**src/rtl/mcma_pkg.sv**
```systemverilog
// ----------------------------------------------------------------------------
// Multichannel moving average package
// Shared constants and types for the per-scan sample vectors.
// ----------------------------------------------------------------------------
package mcma_pkg;

    localparam int CHANNELS    = 4;
    localparam int SAMPLE_BITS = 12;
    localparam int SCAN_BITS   = CHANNELS * SAMPLE_BITS;
    localparam int TDATA_W     = ((SCAN_BITS + 7) / 8) * 8;

    typedef logic [SAMPLE_BITS-1:0] t_sample;
    typedef t_sample [CHANNELS-1:0] t_scan;

endpackage

```
**src/rtl/mcma_cell.sv**
```systemverilog
// ----------------------------------------------------------------------------
// Moving average window cell
// One slot of the sample window; holds one scan and hands it to the next
// cell whenever a new scan enters the chain.
// ----------------------------------------------------------------------------
module mcma_cell (
    input  logic            i_clk,
    input  logic            i_shift,
    input  mcma_pkg::t_scan i_scan,
    output mcma_pkg::t_scan o_scan
);
    import mcma_pkg::*;

    t_scan r_scan;

    always_ff @(posedge i_clk) begin
        if (i_shift) begin
            r_scan <= i_scan;
        end
    end

    assign o_scan = r_scan;

endmodule

```
**src/rtl/mcma_div.sv**
```systemverilog
// ----------------------------------------------------------------------------
// Moving average divider
// Divides a channel sum by the fill count through a registered multiply by
// a rounded-up reciprocal; the shifted product is the exact truncated mean.
// ----------------------------------------------------------------------------
module mcma_div #(
    parameter int SUM_W   = 15,
    parameter int RECIP_W = 19,
    parameter int SHIFT   = 18
) (
    input  logic                i_clk,
    input  logic                i_en,
    input  logic [SUM_W-1:0]    i_sum,
    input  logic [RECIP_W-1:0]  i_recip,
    output mcma_pkg::t_sample   o_quot
);
    import mcma_pkg::*;

    localparam int PROD_W = SUM_W + RECIP_W;

    logic [PROD_W-1:0] r_prod;

    always_ff @(posedge i_clk) begin
        if (i_en) begin
            r_prod <= PROD_W'(i_sum) * PROD_W'(i_recip);
        end
    end

    assign o_quot = r_prod[SHIFT +: SAMPLE_BITS];

endmodule

```
**src/rtl/multichannel_moving_average_core.sv**
```systemverilog
// ----------------------------------------------------------------------------
// Multichannel moving average core
// Boxcar mean over the last WINDOW scans of each channel, with warm-up
// averaging over the scans seen so far.
// ----------------------------------------------------------------------------
//   Channel   Direction  Fields (low bits first)
//   s_axis    in         sample_ch0, sample_ch1, sample_ch2, sample_ch3
//   m_axis    out        avg_ch0, avg_ch1, avg_ch2, avg_ch3
//
// One scan is accepted per cycle while m_axis is not stalled; each result passes
// through the sum update, the reciprocal multiply and the output register.
// The sample window is a shift chain of WINDOW cells, so no memory clearing
// is needed after reset; reset clears the sums, fill count and valid flags.
// A stall on m_axis holds the whole pipeline and deasserts s_axis_tready.
// ----------------------------------------------------------------------------
module multichannel_moving_average_core #(
    parameter int WINDOW = 8
) (
    input  logic                          i_clk,
    input  logic                          i_rst_n,
    input  logic                          s_axis_tvalid,
    output logic                          s_axis_tready,
    // sample_ch0, sample_ch1, sample_ch2, sample_ch3
    input  logic [mcma_pkg::TDATA_W-1:0]  s_axis_tdata,
    output logic                          m_axis_tvalid,
    input  logic                          m_axis_tready,
    // avg_ch0, avg_ch1, avg_ch2, avg_ch3
    output logic [mcma_pkg::TDATA_W-1:0]  m_axis_tdata
);
    import mcma_pkg::*;

    localparam int WIN_W   = $clog2(WINDOW);
    localparam int SUM_W   = SAMPLE_BITS + WIN_W;
    localparam int CNT_W   = $clog2(WINDOW + 1);
    localparam int SHIFT   = SUM_W + WIN_W;
    localparam int RECIP_W = SHIFT + 1;

    logic                w_adv;
    logic                w_acc;
    logic                w_full;
    logic [CNT_W-1:0]    w_div;
    t_scan               w_in_scan;
    t_scan               w_chain [0:WINDOW];
    logic [RECIP_W-1:0]  w_recip_tab [0:WINDOW];
    logic [SUM_W:0]      w_sum_ext [CHANNELS];
    t_scan               w_quot;

    logic [CNT_W-1:0]    r_fill;
    logic [SUM_W-1:0]    r_sum [CHANNELS];
    logic [SUM_W-1:0]    n_sum [CHANNELS];
    logic [RECIP_W-1:0]  r_recip;
    logic                r_v1;
    logic                r_v2;
    logic                r_out_vld;
    t_scan               r_out_scan;

    assign w_adv         = !r_out_vld || m_axis_tready;
    assign s_axis_tready = w_adv;
    assign w_acc         = s_axis_tvalid && w_adv;
    assign w_in_scan     = s_axis_tdata[SCAN_BITS-1:0];
    assign w_full        = (r_fill == CNT_W'(WINDOW));
    assign w_div         = w_full ? CNT_W'(WINDOW) : r_fill + CNT_W'(1);

    assign w_chain[0] = w_in_scan;

    for (genvar i = 0; i < WINDOW; i++) begin : g_cell
        mcma_cell u_cell (
            .i_clk   (i_clk),
            .i_shift (w_acc),
            .i_scan  (w_chain[i]),
            .o_scan  (w_chain[i+1])
        );
    end

    for (genvar d = 0; d <= WINDOW; d++) begin : g_recip
        if (d == 0) begin : g_zero
            assign w_recip_tab[d] = '0;
        end else begin : g_val
            localparam logic [RECIP_W-1:0] L_RECIP =
                RECIP_W'(((64'd1 << SHIFT) + 64'(d) - 64'd1) / 64'(d));
            assign w_recip_tab[d] = L_RECIP;
        end
    end

    always_comb begin
        for (int c = 0; c < CHANNELS; c++) begin
            w_sum_ext[c] = {1'b0, r_sum[c]} + (SUM_W+1)'(w_in_scan[c])
                         - (w_full ? (SUM_W+1)'(w_chain[WINDOW][c]) : '0);
            n_sum[c] = w_acc ? w_sum_ext[c][SUM_W-1:0] : r_sum[c];
        end
    end

    for (genvar c = 0; c < CHANNELS; c++) begin : g_div
        mcma_div #(
            .SUM_W   (SUM_W),
            .RECIP_W (RECIP_W),
            .SHIFT   (SHIFT)
        ) u_div (
            .i_clk   (i_clk),
            .i_en    (w_adv),
            .i_sum   (r_sum[c]),
            .i_recip (r_recip),
            .o_quot  (w_quot[c])
        );
    end

    always_ff @(posedge i_clk) begin
        if (!i_rst_n) begin
            r_fill    <= '0;
            r_v1      <= 1'b0;
            r_v2      <= 1'b0;
            r_out_vld <= 1'b0;
            for (int c = 0; c < CHANNELS; c++) begin
                r_sum[c] <= '0;
            end
        end else begin
            for (int c = 0; c < CHANNELS; c++) begin
                r_sum[c] <= n_sum[c];
            end
            if (w_acc && !w_full) begin
                r_fill <= r_fill + CNT_W'(1);
            end
            if (w_adv) begin
                r_v1      <= w_acc;
                r_v2      <= r_v1;
                r_out_vld <= r_v2;
            end
        end
    end

    always_ff @(posedge i_clk) begin
        if (w_acc) begin
            r_recip <= w_recip_tab[w_div];
        end
        if (w_adv) begin
            r_out_scan <= w_quot;
        end
    end

    assign m_axis_tvalid = r_out_vld;
    assign m_axis_tdata  = TDATA_W'(r_out_scan);

endmodule

```
**config.mk**
```make
export PLATFORM = sky130hd
export DESIGN_NAME = multichannel_moving_average_core
export DESIGN_NICKNAME = d
export VERILOG_FILES = /design/src/rtl/mcma_pkg.sv /design/src/rtl/mcma_cell.sv /design/src/rtl/mcma_div.sv /design/src/rtl/multichannel_moving_average_core.sv
export SDC_FILE = /design/constraint.sdc
export NUM_CORES = 2
export LEC_CHECK = 0
export BUFFER_PORTS_ARGS = -buffer_cell sky130_fd_sc_hd__buf_2
export CAP_MARGIN = 25
export CORE_MARGIN = 2
export CORE_UTILIZATION = 49
export DETAILED_ROUTE_END_ITERATION = 7
export MAX_ROUTING_LAYER = met4
export PLACE_DENSITY_LB_ADDON = 0.25
export SYNTH_ARGS = -nofsm -noshare
export SYNTH_HDL_FRONTEND = slang
export SYNTH_SLANG_ARGS = --single-unit
```
**constraint.sdc**
```tcl
create_clock -name i_clk -period 20.4 [get_ports i_clk]
set_input_delay 4.08 -clock i_clk [delete_from_list [all_inputs] [get_ports i_clk]]
set_output_delay 4.08 -clock i_clk [all_outputs]
set_load 0.05 [all_outputs]
```
==> impl_metrics.toml <==
[logic_synthesis]
synth_cell_types = 60
ys_ff_latch = 560
synthesis.area_um2 = 52800
syn_inst = 4816
synth_top_area_frac = 0.338
ys_warn_count = 0
ys_seq_area_frac = 0.306
synth.avg_cell_area_um2 = 11.0
yosysTopAreaCell = "fa_1"
dominantRegCellSynth = "edfxtp_1"
synthArstFlopShare = 0
synth_nets = 6129
synth-edff-count = 493
synthTopCellsByArea = "fa_1 34%, edfxtp_1 28%, inv_1 8.8%"

[cells_and_area]
syn_to_final_growth_pct = 7.46
instances_no_fill = 6299
fin_nets = 6158
fillers = 9296
drive_gt1_frac = 0.0507
n_antenna_cell = 0
multi_input_area_um2 = 31400
regArea_um2 = 16100

[pwr]
p_sw_frac = 0.459
clockPowerShare = 0.136
irDropWorstVdd_v = 0.000111
powerDensity_nw_per_um2 = 142
power.net_switching_mw = 3.70
internal-power_mw = 4.36
pwr-share-seq = 0.224
leakage_nw = 27.0
power_frac_comb = 0.640

[sta]
hold_viol_final = 0
setup_tns_ns = 0
worst_slack_ns = 11.15
final.period_utilization = 0.453
slew_violations = 0
worst_pin_slew_ns = 1.05
final.min_clock_period_ns = 9.25
slew_headroom = 0.290
skew_ns = 0.0560
rsz0062_at_grt = "false"
setup_viol = 0
fmax_mhz = 108

[grt]
overflow = 0
grtUsageTotal = 0.220
grt_pass1_vias = 34100
grt_pass1_wl_um = 185000
antenna_found_initial = 1
grt_max_degree = 191

[routing]
route.detailed.drc = 0
ant_nets = 0
num_vias = 31700
avgViaCountPerCell = 5.04
drt_first_iter_violations = 1876
wirelength_um = 113000
dr.pass1.iters = 5
wl_per_cell_um = 18.0

[critical_path]
worstPathMaxFanout = 43
path_cells = "buf_2 -> nor2b_1 -> inv_6 -> buf_2"
worstSetupPathType = "primary input to output pin"
worstPathRequired_ns = 16.32
cp_slowest_cell = "nor2b_1"
max_stage_delay_ns = 0.36
start_kind = "primary input"
rr_worst_depth = 20
critPathMostFrequentCell = "buf_2"
cp.arrival_ns = 5.17
rrSetupSlack_ns = 12.53
cp-end-kind = "output pin"

[placement]
numPortBuffers = 101
dpl.cell_count = 6184
post-place-ws_ns = 11.13
place_congestion = 0.929
dpl.hpwl_um = 86700

[hold_path]
whs_path_depth = 0
hold_class = "flop to flop"

[clock_tree]
hold_buffers = 0
insertion_delay_ns = 0.68
cts_tree = "done"
cts_root_buf = "clkbuf_16"
post_cts_resized = 0
clk_pin_slew_ns = 0.06
htree_levels = 2
cts_sinks = 560
cts_setup_buffers = 0
numCtsBuffers = 61
cts_buffer_depth = 3

[floorplan]
core-area_um2 = 107000
die-area_um2 = 110000
die_x_um = 332
rows = 120
io_pins = 102
start_util = 0.493
fp.dieH_um = 332

[run_status]
status = "completed"

[job]
drv_cap = 0
layer usage:
layer,GRT usage,share of wire,up-vias
li1,-,-,14600
met1,0.303,0.45,16100
met2,0.347,0.47,742
met3,0.0254,0.048,200
met4,0.0649,0.031,0
met5,-,0,-
sequential cells by signal, indices dropped and copies added (netlist names):
register and cells:
g_cell.u_cell.o_scan 384, r_sum 60, g_div.u_div.r_prod 48, m_axis_tdata 48
r_recip 13, r_fill 4, m_axis_tvalid 1, r_v1 1
r_v2 1
per-stage QoR:
stage	utilization	power, mW	hold WS, ns	area, um^2
2_1_floorplan	-	5.61	0.400	52800
3_3_place_gp	0.511	6.87	0.400	54700
3_5_place_dp	0.511	6.96	0.405	54700
4_1_cts	0.530	8.17	0.367	56700
5_1_grt	0.530	8.94	0.373	56800
6_report	0.530	8.06	0.374	56800
placed cells by master (no fill, tap or decap), drive strengths merged, types with 10 or more instances in the layout:
master  netlist  layout
and3         18      18
edfxtp      493     493
clkbuf      166      71
o21a         15      15
nand2b       11      11
o211ai       10      10
dfxtp        67      67
a21o         30      30
nand3        27      27
buf           1     133
nor2         55      55
inv        1239    1247
xor2         60      60
nand2       498     498
a211oi       11      11
ha          370     370
nor3         30      30
and2        474     474
or3          15      15
o21ai        80      80
fa          891     891
xnor2        81      81
a21boi       18      18
clkinv        0      25
a21oi        73      73
kinds of logic after synthesis:
family / count (synthesis) / share of synthesized area
fa+ha+maj: 1261 / 0.425
simple gates: 1157 / 0.110
mux: 1 / 0.000190
compound gates: 290 / 0.0356
buf+inv: 1406 / 0.0999
xor+xnor: 141 / 0.0234
flops: 560 / 0.306
synth_stat cells, drive strengths merged (8+ instances only):
cell type / instances
o21a: 15
o211ai: 10
a21o: 30
xor2: 60
nand2: 498
a21oi: 73
a211oi: 11
nor3: 30
or3: 15
and3: 18
and2: 474
clkbuf: 166
nand3: 27
nor2b: 8
nor2: 55
fa: 891
ha: 370
o21ai: 80
nand2b: 11
edfxtp: 493
xnor2: 81
inv: 1239
dfxtp: 67
a21boi: 18
critical path: cells and delay by family:
| family | cells | cell delay [ns] |
|---|---|---|
| buf+inv | 3 | 0.68 |
| simple gates | 1 | 0.36 |
path summary, 6_finish.rpt:
path,startpoint,to
worst max-delay path,m_axis_tready,s_axis_tready
worst min-delay path,g_cell[1].u_cell.o_scan[23],g_cell[2].u_cell.o_scan[23]
worst max register to register,r_recip[11],g_div[1].u_div.r_prod[28]
worst min register to register,g_cell[1].u_cell.o_scan[23],g_cell[2].u_cell.o_scan[23]
layout make-up:
| type | count | area share |
|---|---|---|
| multi-input cells | 2850 | 0.553 |
| flip-flops and latches | 560 | 0.284 |
| inverters | 1239 | 0.0822 |
| well taps | 1403 | 0.0309 |
| clock buffers | 71 | 0.0276 |
| repair buffers | 133 | 0.0136 |
| clock inverters | 43 | 0.00796 |
power groups by stage:
stage / sequential, mW / combinational [mW] / clock, mW
floorplan: 1.83 / 3.77 / 0
global placement: 1.83 / 5.04 / 0
detailed placement: 1.83 / 5.13 / 0
CTS: 1.81 / 5.22 / 1.14
global route: 1.83 / 5.93 / 1.18
finish: 1.81 / 5.16 / 1.10
Note: power is estimated with default switching activity, not from simulation.
